--- config.mk ---
export PLATFORM = sky130hd
export DESIGN_NAME = sof_length_frame_deframer_core
export DESIGN_NICKNAME = d
export VERILOG_FILES = /design/src/hw/rtl/sofd_pkg.sv /design/src/hw/rtl/sofd_ram.sv /design/src/hw/rtl/sofd_ctrl.sv /design/src/hw/rtl/sofd_dp.sv /design/src/hw/rtl/sof_length_frame_deframer_core.sv
export SDC_FILE = /design/constraint.sdc
export NUM_CORES = 1
export LEC_CHECK = 0
export ABC_CLOCK_PERIOD_IN_PS = 3700
export BUFFER_PORTS_ARGS = -buffer_cell sky130_fd_sc_hd__buf_2
export CORE_MARGIN = 2
export CORE_UTILIZATION = 60
export DETAILED_ROUTE_END_ITERATION = 16
export GPL_TIMING_DRIVEN = 0
export HOLD_SLACK_MARGIN = 0.12
export MAX_ROUTING_LAYER = met4
export PLACE_DENSITY_LB_ADDON = 0.1
export SLEW_MARGIN = 10
export SYNTH_ARGS = -nofsm -noshare
export SYNTH_HDL_FRONTEND = slang
export SYNTH_SLANG_ARGS = --single-unit
--- constraint.sdc ---
create_clock -name clk -period 3.7 [get_ports clk]
set_clock_uncertainty 0.15 [all_clocks]
set_input_delay 0.74 -clock clk [delete_from_list [all_inputs] [get_ports clk]]
set_output_delay 0.74 -clock clk [all_outputs]
set_load 0.03 [all_outputs]
--- src/hw/rtl/sofd_pkg.sv ---
// Shared types and constants of the start-of-frame / length deframer.
// Used by the controller, the datapath and the top level; depends on nothing.
package sofd_pkg;

  // Field widths
  localparam int unsigned BYTE_W   = 8;
  localparam int unsigned LEN_W    = 7;
  localparam int unsigned CMD_W    = 16;
  localparam int unsigned IDX_W    = 6;
  localparam int unsigned TRL_W    = 16;
  localparam int unsigned CFG_IX_W = 2;
  localparam int unsigned CFG_D_W  = 16;
  localparam int unsigned OUT_D_W  = 48;

  // Configuration register indexes
  localparam logic [CFG_IX_W-1:0] CFG_START_BYTE = 2'd0;
  localparam logic [CFG_IX_W-1:0] CFG_EXP_LENGTH = 2'd1;
  localparam logic [CFG_IX_W-1:0] CFG_ACC_CMD    = 2'd2;

  // Register reset values
  localparam logic [BYTE_W-1:0] START_BYTE_RST = 8'hA5;
  localparam logic [LEN_W-1:0]  EXP_LENGTH_RST = 7'd64;
  localparam logic [CMD_W-1:0]  ACC_CMD_RST    = 16'h0001;

  // Controller to datapath commands
  typedef struct packed {
    logic ld_len_lo;
    logic ld_len_hi;
    logic ld_seq;
    logic ld_hchk;
    logic ld_cmd_lo;
    logic clr_count;
    logic wr_payload;
    logic ld_trl_lo;
    logic ld_trl_hi;
    logic rd_issue;
  } sofd_cmd_t;

  // Datapath to controller status
  typedef struct packed {
    logic start_hit;
    logic len_ok;
    logic cmd_ok;
    logic data_last;
    logic rd_slot;
    logic rd_last;
  } sofd_sts_t;

endpackage

--- src/hw/rtl/sofd_ram.sv ---
// Generic simple dual-port RAM: one write port, one read port, registered read.
// No dependencies.
module sofd_ram #(
  parameter int unsigned WIDTH = 8,
  parameter int unsigned DEPTH = 64
) (
  input  logic                                 clk,
  input  logic                                 wr_en,
  input  logic [(DEPTH > 1 ? $clog2(DEPTH) : 1)-1:0] wr_addr,
  input  logic [WIDTH-1:0]                     wr_data,
  input  logic                                 rd_en,
  input  logic [(DEPTH > 1 ? $clog2(DEPTH) : 1)-1:0] rd_addr,
  output logic [WIDTH-1:0]                     rd_data
);

  logic [WIDTH-1:0] mem [DEPTH];

  // Write port and registered read port
  always_ff @(posedge clk) begin
    if (wr_en) begin
      mem[wr_addr] <= wr_data;
    end
    if (rd_en) begin
      rd_data <= mem[rd_addr];
    end
  end

endmodule

--- src/hw/rtl/sofd_ctrl.sv ---
// Frame parsing controller: walks the header, payload and trailer fields and
// sequences the payload read-out. Depends on sofd_pkg.
module sofd_ctrl (
  input  logic               clk,
  input  logic               rst_n,
  input  logic               in_tvalid,
  output logic               in_tready,
  input  sofd_pkg::sofd_sts_t sts,
  output sofd_pkg::sofd_cmd_t cmd
);
  import sofd_pkg::*;

  localparam logic [3:0] ST_HUNT   = 4'd0;
  localparam logic [3:0] ST_LEN_LO = 4'd1;
  localparam logic [3:0] ST_LEN_HI = 4'd2;
  localparam logic [3:0] ST_SEQ    = 4'd3;
  localparam logic [3:0] ST_HCHK   = 4'd4;
  localparam logic [3:0] ST_CMD_LO = 4'd5;
  localparam logic [3:0] ST_CMD_HI = 4'd6;
  localparam logic [3:0] ST_DATA   = 4'd7;
  localparam logic [3:0] ST_TRL_LO = 4'd8;
  localparam logic [3:0] ST_TRL_HI = 4'd9;
  localparam logic [3:0] ST_EMIT   = 4'd10;

  logic [3:0] state_r;
  logic [3:0] state_nxt;
  logic       in_fire;

  // Hold off input beats while the payload is read out
  assign in_tready = (state_r != ST_EMIT);
  assign in_fire   = in_tvalid && in_tready;

  // Next state and datapath commands
  always_comb begin
    state_nxt = state_r;
    cmd       = '0;
    unique case (state_r)
      ST_HUNT: begin
        if (in_fire && sts.start_hit) begin
          state_nxt = ST_LEN_LO;
        end
      end
      ST_LEN_LO: begin
        if (in_fire) begin
          cmd.ld_len_lo = 1'b1;
          state_nxt     = ST_LEN_HI;
        end
      end
      ST_LEN_HI: begin
        if (in_fire) begin
          cmd.ld_len_hi = 1'b1;
          state_nxt     = sts.len_ok ? ST_SEQ : ST_HUNT;
        end
      end
      ST_SEQ: begin
        if (in_fire) begin
          cmd.ld_seq = 1'b1;
          state_nxt  = ST_HCHK;
        end
      end
      ST_HCHK: begin
        if (in_fire) begin
          cmd.ld_hchk = 1'b1;
          state_nxt   = ST_CMD_LO;
        end
      end
      ST_CMD_LO: begin
        if (in_fire) begin
          cmd.ld_cmd_lo = 1'b1;
          state_nxt     = ST_CMD_HI;
        end
      end
      ST_CMD_HI: begin
        if (in_fire) begin
          cmd.clr_count = 1'b1;
          state_nxt     = sts.cmd_ok ? ST_DATA : ST_HUNT;
        end
      end
      ST_DATA: begin
        if (in_fire) begin
          cmd.wr_payload = 1'b1;
          if (sts.data_last) begin
            state_nxt = ST_TRL_LO;
          end
        end
      end
      ST_TRL_LO: begin
        if (in_fire) begin
          cmd.ld_trl_lo = 1'b1;
          state_nxt     = ST_TRL_HI;
        end
      end
      ST_TRL_HI: begin
        if (in_fire) begin
          cmd.ld_trl_hi = 1'b1;
          state_nxt     = ST_EMIT;
        end
      end
      ST_EMIT: begin
        if (sts.rd_slot) begin
          cmd.rd_issue = 1'b1;
          if (sts.rd_last) begin
            state_nxt = ST_HUNT;
          end
        end
      end
      default: begin
        state_nxt = ST_HUNT;
      end
    endcase
  end

  // State register
  always_ff @(posedge clk) begin
    if (!rst_n) begin
      state_r <= ST_HUNT;
    end else begin
      state_r <= state_nxt;
    end
  end

`ifndef SYNTHESIS
  // Read-out only starts after the high trailer byte
  a_emit_entry: assert property (@(posedge clk) disable iff (!rst_n)
    $rose(state_r == ST_EMIT) |-> $past(state_r == ST_TRL_HI))
    else $error("read-out entered without trailer");

  // Payload writes and reads never overlap
  a_rd_only_emit: assert property (@(posedge clk) disable iff (!rst_n)
    cmd.rd_issue |-> (state_r == ST_EMIT) && !cmd.wr_payload)
    else $error("read issued outside read-out");

  // State stays within the defined codes
  a_state_legal: assert property (@(posedge clk) disable iff (!rst_n)
    state_r <= ST_EMIT)
    else $error("illegal controller state");
`endif

endmodule

--- src/hw/rtl/sofd_dp.sv ---
// Deframer datapath: configuration registers, header holding registers,
// payload store and the output register. Depends on sofd_pkg and sofd_ram.
module sofd_dp #(
  parameter int unsigned MAX_PAYLOAD = 64
) (
  input  logic                            clk,
  input  logic                            rst_n,
  input  logic                            cfg_valid,
  input  logic [sofd_pkg::CFG_IX_W-1:0]   cfg_index,
  input  logic [sofd_pkg::CFG_D_W-1:0]    cfg_data,
  input  logic [sofd_pkg::BYTE_W-1:0]     rx_byte,
  input  sofd_pkg::sofd_cmd_t             cmd,
  output sofd_pkg::sofd_sts_t             sts,
  output logic                            out_tvalid,
  input  logic                            out_tready,
  output logic [sofd_pkg::OUT_D_W-1:0]    out_tdata,
  output logic                            out_tlast
);
  import sofd_pkg::*;

  localparam int unsigned AW = (MAX_PAYLOAD > 1) ? $clog2(MAX_PAYLOAD) : 1;
  localparam logic [LEN_W-1:0] MAX_LEN = LEN_W'(MAX_PAYLOAD);

  logic [BYTE_W-1:0] start_byte_r;
  logic [LEN_W-1:0]  exp_len_r;
  logic [CMD_W-1:0]  acc_cmd_r;
  logic [BYTE_W-1:0] len_lo_r;
  logic [LEN_W-1:0]  length_r;
  logic [BYTE_W-1:0] seq_r;
  logic [BYTE_W-1:0] hchk_r;
  logic [BYTE_W-1:0] cmd_lo_r;
  logic [BYTE_W-1:0] trl_lo_r;
  logic [TRL_W-1:0]  trl_r;
  logic [LEN_W-1:0]  count_r;
  logic [LEN_W-1:0]  count_inc;
  logic [LEN_W-1:0]  rd_idx_r;
  logic              rd_pend_r;
  logic [IDX_W-1:0]  pend_idx_r;
  logic              pend_last_r;
  logic [BYTE_W-1:0] ram_rd_data;
  logic              out_valid_r;
  logic              out_free;
  logic [BYTE_W-1:0] out_byte_r;
  logic [IDX_W-1:0]  out_idx_r;
  logic              out_last_r;
  logic [BYTE_W-1:0] out_seq_r;
  logic [BYTE_W-1:0] out_hchk_r;
  logic [TRL_W-1:0]  out_trl_r;
  logic [15:0]       len_word;

  // Configuration writes; unknown indexes are dropped
  always_ff @(posedge clk) begin
    if (!rst_n) begin
      start_byte_r <= START_BYTE_RST;
      exp_len_r    <= EXP_LENGTH_RST;
      acc_cmd_r    <= ACC_CMD_RST;
    end else if (cfg_valid) begin
      unique case (cfg_index)
        CFG_START_BYTE: start_byte_r <= cfg_data[BYTE_W-1:0];
        CFG_EXP_LENGTH: exp_len_r    <= cfg_data[LEN_W-1:0];
        CFG_ACC_CMD:    acc_cmd_r    <= cfg_data[CMD_W-1:0];
        default: ;
      endcase
    end
  end

  // Compare the current byte against the configuration
  assign len_word      = {rx_byte, len_lo_r};
  assign count_inc     = count_r + LEN_W'(1);
  assign sts.start_hit = (rx_byte == start_byte_r);
  assign sts.len_ok    = (len_word == {9'd0, exp_len_r}) && (exp_len_r != '0) &&
                         (exp_len_r <= MAX_LEN);
  assign sts.cmd_ok    = ({rx_byte, cmd_lo_r} == acc_cmd_r);
  assign sts.data_last = (count_inc >= length_r);
  assign out_free      = !out_valid_r || out_tready;
  assign sts.rd_slot   = !rd_pend_r && out_free;
  assign sts.rd_last   = (rd_idx_r == length_r - LEN_W'(1));

  // Header, count and trailer registers
  always_ff @(posedge clk) begin
    if (cmd.ld_len_lo) begin
      len_lo_r <= rx_byte;
    end
    if (cmd.ld_len_hi) begin
      length_r <= len_word[LEN_W-1:0];
    end
    if (cmd.ld_seq) begin
      seq_r <= rx_byte;
    end
    if (cmd.ld_hchk) begin
      hchk_r <= rx_byte;
    end
    if (cmd.ld_cmd_lo) begin
      cmd_lo_r <= rx_byte;
    end
    if (cmd.ld_trl_lo) begin
      trl_lo_r <= rx_byte;
    end
    if (cmd.ld_trl_hi) begin
      trl_r <= {rx_byte, trl_lo_r};
    end
  end

  // Payload write counter and read-out index
  always_ff @(posedge clk) begin
    if (!rst_n) begin
      count_r  <= '0;
      rd_idx_r <= '0;
    end else begin
      if (cmd.clr_count) begin
        count_r <= '0;
      end else if (cmd.wr_payload) begin
        count_r <= count_inc;
      end
      if (cmd.ld_trl_hi) begin
        rd_idx_r <= '0;
      end else if (cmd.rd_issue) begin
        rd_idx_r <= rd_idx_r + LEN_W'(1);
      end
    end
  end

  sofd_ram #(
    .WIDTH (BYTE_W),
    .DEPTH (MAX_PAYLOAD)
  ) u_store (
    .clk     (clk),
    .wr_en   (cmd.wr_payload),
    .wr_addr (count_r[AW-1:0]),
    .wr_data (rx_byte),
    .rd_en   (cmd.rd_issue),
    .rd_addr (rd_idx_r[AW-1:0]),
    .rd_data (ram_rd_data)
  );

  // Track the read in flight
  always_ff @(posedge clk) begin
    if (!rst_n) begin
      rd_pend_r <= 1'b0;
    end else begin
      rd_pend_r <= cmd.rd_issue;
    end
  end

  always_ff @(posedge clk) begin
    if (cmd.rd_issue) begin
      pend_idx_r  <= rd_idx_r[IDX_W-1:0];
      pend_last_r <= sts.rd_last;
    end
  end

  // Output register, loaded as read data returns
  always_ff @(posedge clk) begin
    if (!rst_n) begin
      out_valid_r <= 1'b0;
    end else if (rd_pend_r) begin
      out_valid_r <= 1'b1;
    end else if (out_tready) begin
      out_valid_r <= 1'b0;
    end
  end

  // Hold the frame header and trailer with the beat, as the next frame may
  // overwrite them while this beat waits
  always_ff @(posedge clk) begin
    if (rd_pend_r) begin
      out_byte_r <= ram_rd_data;
      out_idx_r  <= pend_idx_r;
      out_last_r <= pend_last_r;
      out_seq_r  <= seq_r;
      out_hchk_r <= hchk_r;
      out_trl_r  <= trl_r;
    end
  end

  assign out_tvalid = out_valid_r;
  assign out_tlast  = out_last_r;
  assign out_tdata  = {2'b00, out_trl_r, out_hchk_r, out_seq_r, out_idx_r, out_byte_r};

`ifndef SYNTHESIS
  // Returning read data always finds the output register free
  a_no_overrun: assert property (@(posedge clk) disable iff (!rst_n)
    rd_pend_r |-> out_free)
    else $error("read data overran a waiting result");

  // Payload writes stay inside the announced length
  a_wr_in_len: assert property (@(posedge clk) disable iff (!rst_n)
    cmd.wr_payload |-> (count_r < length_r) && (length_r <= MAX_LEN))
    else $error("payload write beyond length");

  // A waiting result beat holds still
  a_out_hold: assert property (@(posedge clk) disable iff (!rst_n)
    out_valid_r && !out_tready |=> out_valid_r && $stable(out_tdata) && $stable(out_tlast))
    else $error("waiting result beat changed");
`endif

endmodule

--- src/hw/rtl/sof_length_frame_deframer_core.sv ---
// Start-of-frame / length / command deframer, top level.
// Takes one input beat per cycle while parsing a frame. After the high trailer
// byte of an accepted frame the input stalls while the stored payload is read
// out: a new read is issued only once the data of the previous read has
// passed the registered RAM read into the single output register and that
// register is free, so output back-pressure lengthens the stall. Input is
// taken again as soon as the last read is issued; the last beat then passes
// the RAM read register and the output register. Check bytes are passed
// through unverified. Depends on sofd_pkg, sofd_ctrl, sofd_dp and sofd_ram.
module sof_length_frame_deframer_core #(
  parameter int unsigned MAX_PAYLOAD = 64
) (
  input  logic                          clk,
  input  logic                          rst_n,
  // Configuration write channel
  input  logic                          cfg_valid,
  output logic                          cfg_ready,
  input  logic [sofd_pkg::CFG_IX_W-1:0] cfg_index,
  input  logic [sofd_pkg::CFG_D_W-1:0]  cfg_data,
  // Received byte stream
  input  logic                          in_tvalid,
  output logic                          in_tready,
  input  logic [sofd_pkg::BYTE_W-1:0]   in_tdata,   // [7:0] rx_byte
  // Payload result stream
  output logic                          out_tvalid,
  input  logic                          out_tready,
  // [7:0] payload_byte, [13:8] byte_index, [21:14] sequence_number,
  // [29:22] header_check, [45:30] trailer_check, [47:46] zero
  output logic [sofd_pkg::OUT_D_W-1:0]  out_tdata,
  output logic                          out_tlast   // last_of_frame
);
  import sofd_pkg::*;

  sofd_cmd_t cmd;
  sofd_sts_t sts;

  // Register writes are always taken
  assign cfg_ready = 1'b1;

  sofd_ctrl u_ctrl (
    .clk       (clk),
    .rst_n     (rst_n),
    .in_tvalid (in_tvalid),
    .in_tready (in_tready),
    .sts       (sts),
    .cmd       (cmd)
  );

  sofd_dp #(
    .MAX_PAYLOAD (MAX_PAYLOAD)
  ) u_dp (
    .clk        (clk),
    .rst_n      (rst_n),
    .cfg_valid  (cfg_valid),
    .cfg_index  (cfg_index),
    .cfg_data   (cfg_data),
    .rx_byte    (in_tdata),
    .cmd        (cmd),
    .sts        (sts),
    .out_tvalid (out_tvalid),
    .out_tready (out_tready),
    .out_tdata  (out_tdata),
    .out_tlast  (out_tlast)
  );

endmodule
==> flow_metrics.env, run 1 <==
export IMPL_avgSynthCellArea_sq_um=20.19
export IMPL_numCtsBuffers=68
export IMPL_core_area_sq_um=43930
export IMPL_drtPass1Iterations=7
export IMPL_layout_commonest_cell="edfxtp_1"
export IMPL_dpl_cell_area_sq_um=27800
export IMPL_period_minus_slack_ns=3.538
export IMPL_synth_edf_count=637
export IMPL_wl_per_cell_um=26.72
export IMPL_slew_violations=0
export IMPL_ctsHoldBuffers=0
export IMPL_chipHeight_um=214.4
export IMPL_clk_pin_slew_ns=0.06
export IMPL_grt_start_max_net_pins=74
export IMPL_fin_util=0.6793
export IMPL_status="finished, final reports clean"
export IMPL_cts_tree="done"
export IMPL_ys_seq_area_frac=0.7583
export IMPL_viasPerCell=6.132
export IMPL_critPathKind="reg -> reg"
export IMPL_synthToLayoutAreaGrowth_pct=12.32
export IMPL_ant_nets=0
export IMPL_peakVddDrop_v=0.0003983
export IMPL_port_buffers=79
export IMPL_num_vias=12930
export IMPL_holdCritPathClass="in -> reg"
export IMPL_worstMarginPinSlew_ns=1.030
export IMPL_slew_headroom=0.3107
export IMPL_root_buffer="clkbuf_16"
export IMPL_p_per_area_nw_per_um2=508.3
export IMPL_yosys_register_bits=688
export IMPL_r2r_slack_ns=0.16
export IMPL_die_area_sq_um=45980
export IMPL_start_util=0.6048
export IMPL_grt_overflow_total=0
export IMPL_async_reset_ff_frac=0
export IMPL_n_antenna_cell=0
export IMPL_synth_distinct_cells=56
export IMPL_rsz0062_at_grt="true"
export IMPL_synth_flop_cell="edfxtp_1"
export IMPL_dp_slack_ns=0.04094
export IMPL_finalInstanceArea_sq_um=29840
export IMPL_clock_sinks=688
export IMPL_grt_usage=0.2608
export IMPL_worstSetupStartpointType="flop"
export IMPL_finalCritPeriodShare=0.9563
export IMPL_setup_viol=0
export IMPL_p_total_w=0.01517
export IMPL_fin_ws_ns=0.1616
export IMPL_max_freq_mhz=282.6
export IMPL_clock_latency_ns=0.62
export IMPL_cts_resized=0
export IMPL_drive_gt1_frac=0.2432
export IMPL_yosysWarnings=0
export IMPL_antenna_found_initial=1
export IMPL_rows=77
export IMPL_total_leakage_power_nw=9.285
export IMPL_h_tree_depth=3
export IMPL_cts_buffer_depth=3
export IMPL_worstPathArrival_ns=3.61
export IMPL_totalWireLength_um=56350
export IMPL_netlist_area_sq_um=26570
export IMPL_io_pins=83
export IMPL_hpwl_um=35170
export IMPL_syn_inst=1316
export IMPL_drt_iter0_drc=1391
export IMPL_worstPathMaxFanout=10
export IMPL_grt_pass1_wl_um=84050
export IMPL_cp_end_kind="flop"
export IMPL_hold_viol=0
export IMPL_routabilityCongestion=0.8402
export IMPL_die_x_um=214.4
export IMPL_post_cts_setup_buffers=0
export IMPL_grt_pass1_vias=13010
export IMPL_cp_required_ns=3.77
export IMPL_drc=0
export IMPL_final_cell_mix="edfxtp_1 (637), mux4_2 (163), nor2_1 (91)"
export IMPL_max_cap_violations=0
export IMPL_layout_nets=1510
[cells in the mapped netlist (3+ instances only)]
cell        n  area (sq um)
edfxtp_1  637         19130
mux4_2    163          3671
nor2_1     94         352.8
nand2_1    57         214.0
dfxtp_1    51          1021
clkbuf_1   36         135.1
xnor2_1    32         280.3
mux2i_1    22         220.2
nor2b_1    22         137.6
xor2_1     21         183.9
a21boi_0   16         120.1
buf_2      15         75.07
a21oi_1    12         60.06
nand3_1    11         55.05
ha_1       10         125.1
inv_1       9         33.78
nor3_1      8         40.04
a211oi_1    7         52.55
buf_1       7         26.28
nand3b_1    7         52.55
nand2b_1    6         37.54
nand4_1     6         37.54
nor4_1      6         37.54
o21ai_0     5         25.02
buf_6       4         45.04
a21o_1      3         22.52
and3_1      3         18.77
buf_4       3         22.52
o21ai_1     3         15.01
or2_2       3         18.77
or3_1       3         18.77
[worst max-delay path, stage by stage (launching register included)]
cell and delay (ns):
dfxtp_1 0.34, clkbuf_1 0.34, nand3b_1 0.35, nor3_1 0.39, nand3_1 0.67, nor2_1 0.91
[sequential cells by signal (all words and copies together), names as in the netlist, 4 cells and up]
register	count
u_dp.start_byte_r	8
u_dp.cmd_lo_r	8
u_dp.trl_lo_r	8
u_dp.acc_cmd_r	16
u_dp.u_store.rd_data	8
u_ctrl.state_r	4
u_dp.len_lo_r	8
u_dp.u_store.mem	512
u_dp.out_byte_r	8
u_dp.pend_idx_r	6
u_dp.out_seq_r	8
u_dp.rd_idx_r	7
u_dp.out_hchk_r	8
u_dp.seq_r	8
u_dp.exp_len_r	7
u_dp.count_r	7
u_dp.out_idx_r	6
u_dp.length_r	7
u_dp.trl_r	16
u_dp.hchk_r	8
u_dp.out_trl_r	16
[cell type report]
class,instances,area (sq um)
fillers,2865,14090
plain buffers,65,305.3
multi-input cells,555,6101
clock buffers,85,1808
repair buffers,82,478.0
inverters,9,33.78
flip-flops and latches,688,20150
clock inverters,33,226.5
well taps,592,740.7
[power breakdown]
| group | switching, W | total (W) | internal, W |
|---|---|---|---|
| Combinational | 0.000189 | 0.000255 | 0.0000658 |
| Clock | 0.00279 | 0.00640 | 0.00361 |
| Sequential | 0.0000129 | 0.00851 | 0.00850 |
| Total | 0.00299 | 0.0152 | 0.0122 |
[per-layer routing]
| layer | global-route usage | wire [um] |
|---|---|---|
| met3 | 0.04766 | 4867 |
| met5 | - | 0 |
| met2 | 0.3947 | 27310 |
| met4 | 0.06620 | 869 |
| met1 | 0.3765 | 23300 |
[through the flow]
stage	instances	hold WS (ns)	TNS, ns
3_3_place_gp	1988	0.2507	-0.5115
2_1_floorplan	1317	0.2503	0
4_1_cts	2109	0.2129	0
3_5_place_dp	1991	0.2545	0
6_report	2109	0.2335	0
5_1_grt	2109	0.2487	-0.2006
[logic make-up after synthesis]
group,synth area share
flip-flops,0.7583
AND/OR/NAND/NOR,0.04379
multiplexers,0.1464
buffers and inverters,0.01271
AO/OA/AOI/OAI,0.01625
XOR/XNOR,0.01747
adder cells (fa/ha/maj),0.004709
other,0.0002826
[final timing paths]
path	start	end	cells past startpoint
worst min register to register	u_dp.trl_r[3]	u_dp.out_trl_r[3]	0
worst max-delay path	u_ctrl.state_r[0]	u_dp.u_store.mem[51][2]	5
worst min-delay path	cfg_data[7]	u_dp.start_byte_r[7]	3
worst max register to register	u_ctrl.state_r[0]	u_dp.u_store.mem[51][2]	5
(Power assumes the default switching activity.)
==> inputs of run 2 (changes only) <==
CORE_UTILIZATION = 50   (was 60)
GPL_TIMING_DRIVEN = not set   (was 0)
==> run 2 against run 1 <==
Net effect: die area up 20%; register-to-register slack improved by 0.32 ns; total power rose by 0.97%; wire length up 3.1%; via count shrank 0.39%; sequential power hardly changed; sequential share of layout area down 1.3 points.
==> flow_metrics.env, run 2 (same netlist as run 1, synthesis figures left out) <==
export IMPL_drive_gt1_frac=0.2889
export IMPL_post_cts_setup_buffers=0
export IMPL_total_leakage_power_nw=9.647
export IMPL_fin_setup_tns_ns=0
export IMPL_use_met3=0.03355
export IMPL_period_minus_slack_ns=3.216
export IMPL_grt_pass1_wl_um=85820
export IMPL_chipHeight_um=234.5
export IMPL_fill_cells=3907
export IMPL_status="finished, final reports clean"
export IMPL_max_freq_mhz=311.0
export IMPL_dp_slack_ns=0.4913
export IMPL_peakVddDrop_v=0.0004105
export IMPL_hold_viol=0
export IMPL_hpwl_um=35420
export IMPL_totalWireLength_um=58120
export IMPL_crit_buf_inv=0
export IMPL_worstPathArrival_ns=3.57
export IMPL_seq_area_sq_um=20160
export IMPL_die_x_um=234.5
export IMPL_multi_input_area_sq_um=6093
export IMPL_start_util=0.5056
export IMPL_top_usage_layer="met2"
export IMPL_numCtsBuffers=69
export IMPL_die_area_sq_um=55000
export IMPL_drc=0
export IMPL_antenna_found_initial=3
export IMPL_layout_commonest_cell="edfxtp_1"
export IMPL_crit_family="simple AND/OR/NAND/NOR gates"
export IMPL_fin_ws_ns=0.4842
export IMPL_slew_violations=0
export IMPL_grt_start_max_net_pins=72
export IMPL_worstMarginPinSlew_ns=1.064
export IMPL_worstPathMaxFanout=10
export IMPL_cp_required_ns=4.06
export IMPL_grt_pass1_vias=12940
export IMPL_crit_chain="ha_1, nand2_1, or2_2, xnor2_1, ha_1, nand4_1, nor2_1, a221oi_1, nor4_1, o21ai_1, o31ai_1"
export IMPL_met2_usage=0.3418
export IMPL_drt_iter0_drc=1179
export IMPL_viasPerCell=5.741
export IMPL_clock_latency_ns=0.60
export IMPL_cts_buffer_depth=3
export IMPL_grtUsageMet1=0.3205
export IMPL_io_pins=83
export IMPL_num_vias=12880
export IMPL_critPathKind="reg -> reg"
export IMPL_holdCritPathClass="in -> reg"
export IMPL_setup_viol=0
export IMPL_port_buffers=79
export IMPL_clk_pin_slew_ns=0.06
export IMPL_critPathSlowestCell="nor4_1"
export IMPL_h_tree_depth=3
export IMPL_grt_overflow_total=0
export IMPL_cts_tree="done"
export IMPL_largest_register="u_dp.u_store.mem"
export IMPL_rows=84
export IMPL_synthToLayoutAreaGrowth_pct=14.67
export IMPL_grt_usage=0.2249
export IMPL_slew_headroom=0.2906
export IMPL_core_area_sq_um=52550
export IMPL_wl_per_cell_um=25.90
export IMPL_ant_nets=0
export IMPL_routabilityCongestion=0.8171
export IMPL_root_buffer="clkbuf_16"
export IMPL_ctsHoldBuffers=0
export IMPL_clock_sinks=688
export IMPL_p_per_area_nw_per_um2=502.8
export IMPL_final_cell_mix="edfxtp_1 (637), mux4_2 (163), buf_4 (99)"
export IMPL_layout_nets=1547
export IMPL_cpMostUsedCell="ha_1"
export IMPL_cp_end_kind="flop"
export IMPL_cp_slowest_stage_delay_ns=0.61
export IMPL_largest_register_ff_count=512
export IMPL_drtPass1Iterations=5
export IMPL_rsz0062_at_grt="false"
export IMPL_worstSetupStartpointType="flop"
export IMPL_cts_resized=0
export IMPL_max_cap_violations=0
export IMPL_finalCritPeriodShare=0.8691
run 2: cell type report:
cell class              count  share of cell area
diodes                      2           0.0001643
inverters                   9            0.001109
multi-input cells         555              0.2000
well taps                 688             0.02825
clock buffers              83             0.05839
repair buffers            183             0.04065
clock inverters            36            0.009691
flip-flops and latches    688              0.6618
run 2: final timing paths:
check | slack, ns | startpoint | depth (start not counted) | endpoint
setup / recovery | 0.48 | u_dp.count_r[0] | 11 | u_ctrl.state_r[0]
hold / removal | 0.24 | cfg_data[8] | 3 | u_dp.acc_cmd_r[8]
setup reg to reg | 0.48 | u_dp.count_r[0] | 11 | u_ctrl.state_r[0]
hold reg to reg | 0.26 | u_dp.trl_r[2] | 0 | u_dp.out_trl_r[2]
run 2: metrics by stage:
step / utilization / instances / power [W] / instance area (sq um) / hold slack, ns
after global placement: 0.5402 / 2123 / 0.008939 / 28390 / 0.2512
final: 0.5798 / 2244 / 0.01532 / 30470 / 0.2406
after CTS: 0.5797 / 2242 / 0.01548 / 30460 / 0.2126
after detailed placement: 0.5402 / 2123 / 0.008946 / 28390 / 0.2545
after floorplan: - / 1317 / 0.008769 / 26570 / 0.2503
after global routing: 0.5798 / 2243 / 0.01578 / 30470 / 0.2451
run 2: metal layers:
layer  vias to the layer above  wire length (um)  share of wire
li1                       5687                 -              -
met1                      6803             26200           0.45
met2                       306             27850           0.48
met3                        86              2944          0.051
met4                         0              1126          0.019
met5                         -                 0              0
run 2: where the power goes:
part | switching (W) | internal [W]
combinational | 0.000195 | 0.0000654
sequential | 0.0000205 | 0.00850
clock | 0.00283 | 0.00371
total | 0.00304 | 0.0123
run 2: worst register-to-register path, cell delays in order (launching register included):
cell and delay, ns:
dfxtp_1 0.51, ha_1 0.31, nand2_1 0.07, or2_2 0.30, xnor2_1 0.13, ha_1 0.29, nand4_1 0.09, nor2_1 0.11
a221oi_1 0.08, nor4_1 0.61, o21ai_1 0.22, o31ai_1 0.25
==> inputs of run 3 (changes only) <==
CORE_UTILIZATION = 55   (was 50)
RECOVER_POWER = 50   (was not set)
==> run 3 against run 2 <==
Net effect: the run now ends with capacitance limit, slew limit left; clock power grew 6.0%; sequential share of layout area hardly changed; register-to-register slack got worse by 0.02 ns; first-iteration DRC count rose by 3.8%; via count is 0.42% higher; cell area is essentially flat; worst setup slack got worse by 0.095 ns; global-route usage increased by 1.9 points; clock-buffer cell count increased by 1; die area shrank 8.9%; non-clock buffer count decreased by 3.
==> flow_metrics.env, run 3 (same netlist as run 1, synthesis figures left out) <==
export IMPL_viasPerCell=5.959
export IMPL_cp_required_ns=3.68
export IMPL_p_per_area_nw_per_um2=515.2
export IMPL_use_met3=0.05220
export IMPL_final_cell_mix="edfxtp_1 (637), mux4_2 (163), nor2_1 (94)"
export IMPL_rows=80
export IMPL_cts_buffer_depth=3
export IMPL_largest_register_ff_count=512
export IMPL_io_pins=83
export IMPL_critPathKind="in -> reg"
export IMPL_setup_viol=0
export IMPL_synthToLayoutAreaGrowth_pct=14.73
export IMPL_drt_iter0_drc=1224
export IMPL_violations="capacitance limit, slew limit"
export IMPL_numCtsBuffers=69
export IMPL_h_tree_depth=3
export IMPL_layout_commonest_cell="edfxtp_1"
export IMPL_fin_util=0.6385
export IMPL_die_x_um=223.8
export IMPL_drtPass1Iterations=5
export IMPL_post_cts_setup_buffers=0
export IMPL_worstPathMaxFanout=33
export IMPL_total_leakage_power_nw=9.669
export IMPL_clk_pin_slew_ns=0.06
export IMPL_holdCritPathClass="in -> reg"
export IMPL_largest_register="u_dp.u_store.mem"
export IMPL_wl_per_cell_um=26.47
export IMPL_reg2reg_from="u_dp.count_r[0]"
export IMPL_period_minus_slack_ns=3.311
export IMPL_cts_resized=0
export IMPL_p_sw_frac=0.1948
export IMPL_core_area_sq_um=47750
export IMPL_max_freq_mhz=302.0
export IMPL_crit_chain="clkbuf_1, clkbuf_1, clkbuf_1"
export IMPL_worstMarginPinSlew_ns=2.715
export IMPL_slew_headroom=-0.8097
export IMPL_peakVddDrop_v=0.0003809
export IMPL_die_area_sq_um=50080
export IMPL_port_buffers=79
export IMPL_slew_violations=266
export IMPL_totalWireLength_um=57460
export IMPL_num_vias=12940
export IMPL_grt_start_max_net_pins=72
export IMPL_root_buffer="clkbuf_16"
export IMPL_r2r_slack_ns=0.46
export IMPL_hold_end="u_dp.acc_cmd_r[14]"
export IMPL_worstPathArrival_ns=3.29
export IMPL_layout_nets=1544
export IMPL_antenna_found_initial=2
export IMPL_worstSetupStartpointType="input port"
export IMPL_clockPowerShare=0.441
export IMPL_clock_latency_ns=0.61
export IMPL_reg2reg_depth=11
export IMPL_intPower_w=0.01265
export IMPL_seq_power_share=0.543
export IMPL_ant_nets=0
export IMPL_finalCritPeriodShare=0.8948
export IMPL_drc=0
export IMPL_p_switching_w=0.003059
export IMPL_clock_sinks=688
export IMPL_min_delay_start="cfg_data[14]"
export IMPL_cp_end_kind="flop"
export IMPL_reg2reg_to="u_ctrl.state_r[0]"
export IMPL_grt_pass1_wl_um=85220
export IMPL_combPwrFrac=0.016
export IMPL_hpwl_um=36190
export IMPL_drive_gt1_frac=0.2823
export IMPL_grt_usage=0.2441
export IMPL_top_usage_layer="met2"
export IMPL_fin_setup_tns_ns=0
export IMPL_cp_slowest_stage_delay_ns=1.34
export IMPL_cts_tree="done"
export IMPL_ctsHoldBuffers=0
export IMPL_cpMostUsedCell="clkbuf_1"
export IMPL_grt_overflow_total=0
export IMPL_routabilityCongestion=0.8566
export IMPL_met2_usage=0.3642
export IMPL_hold_viol=0
export IMPL_status="complete, but fails checks"
export IMPL_whs_path_depth=3
export IMPL_max_cap_violations=7
export IMPL_grtUsageMet1=0.3459
export IMPL_critPathSlowestCell="clkbuf_1"
export IMPL_start_util=0.5565
export IMPL_rsz0062_at_grt="false"
export IMPL_grt_pass1_vias=13100
export IMPL_chipHeight_um=223.8
-- run 3: changes by cell type in the layout (fill, tap and decap cells not counted), sizes merged --
cell	previous run	this run
buf	183	158
inv	15	13
clkbuf	83	106
clkinv	24	25
bufinv	4	8
diode	2	1
-- run 3: critical path: cells and delay by family --
| family | cells | cell delay, ns |
|---|---|---|
| buf+inv | 3 | 2.52 |
-- run 3: how the worst max path moves through the flow --
stage	from	endpoint	cells after the start
after floorplan	u_ctrl.state_r[1]	u_dp.rd_idx_r[6]	6
after global placement	u_dp.count_r[0]	u_ctrl.state_r[3]	11
after detailed placement	u_dp.count_r[0]	u_ctrl.state_r[3]	11
after CTS	u_dp.count_r[0]	u_ctrl.state_r[0]	11
after global routing	u_dp.count_r[0]	u_ctrl.state_r[3]	11
final	in_tdata[5]	u_dp.u_store.mem[60][5]	3
-- run 3: layout make-up --
type | instances | area [sq um]
Sequential cell | 688 | 20160
Fill cell | 3246 | 17260
Multi-Input combinational cell | 555 | 6093
Clock buffer | 84 | 1824
Timing Repair Buffer | 180 | 1177
Tap cell | 615 | 769.5
Clock inverter | 39 | 422.9
Inverter | 9 | 33.78
Antenna cell | 1 | 2.502
-- run 3: per-layer routing --
metal  part of all wire  routed length (um)
met3              0.067                3826
met1               0.43               24870
met5                  0                   0
met4              0.021                1232
met2               0.48               27530
-- run 3: through the flow --
stage                     std cells  power (W)  hold WS, ns  area [sq um]  worst slack (ns)
after floorplan                1317   0.008769       0.2503         26570            0.6891
after global placement         2047   0.008931       0.2521         28290            0.5256
after detailed placement       2047   0.008940       0.2545         28290            0.4977
after CTS                      2170    0.01585       0.2136         30530            0.4619
after global routing           2170    0.01616       0.2470         30480           0.01577
final                          2171    0.01571       0.2436         30480            0.3892
-- run 3: power by group through the flow --
| stage | clock network, W | registers (W) | logic [W] |
|---|---|---|---|
| 2_1_floorplan | 0 | 0.00867 | 0.0000953 |
| 3_3_place_gp | 0 | 0.00868 | 0.000250 |
| 3_5_place_dp | 0 | 0.00868 | 0.000258 |
| 4_1_cts | 0.00708 | 0.00852 | 0.000258 |
| 5_1_grt | 0.00737 | 0.00852 | 0.000274 |
| 6_report | 0.00693 | 0.00852 | 0.000249 |
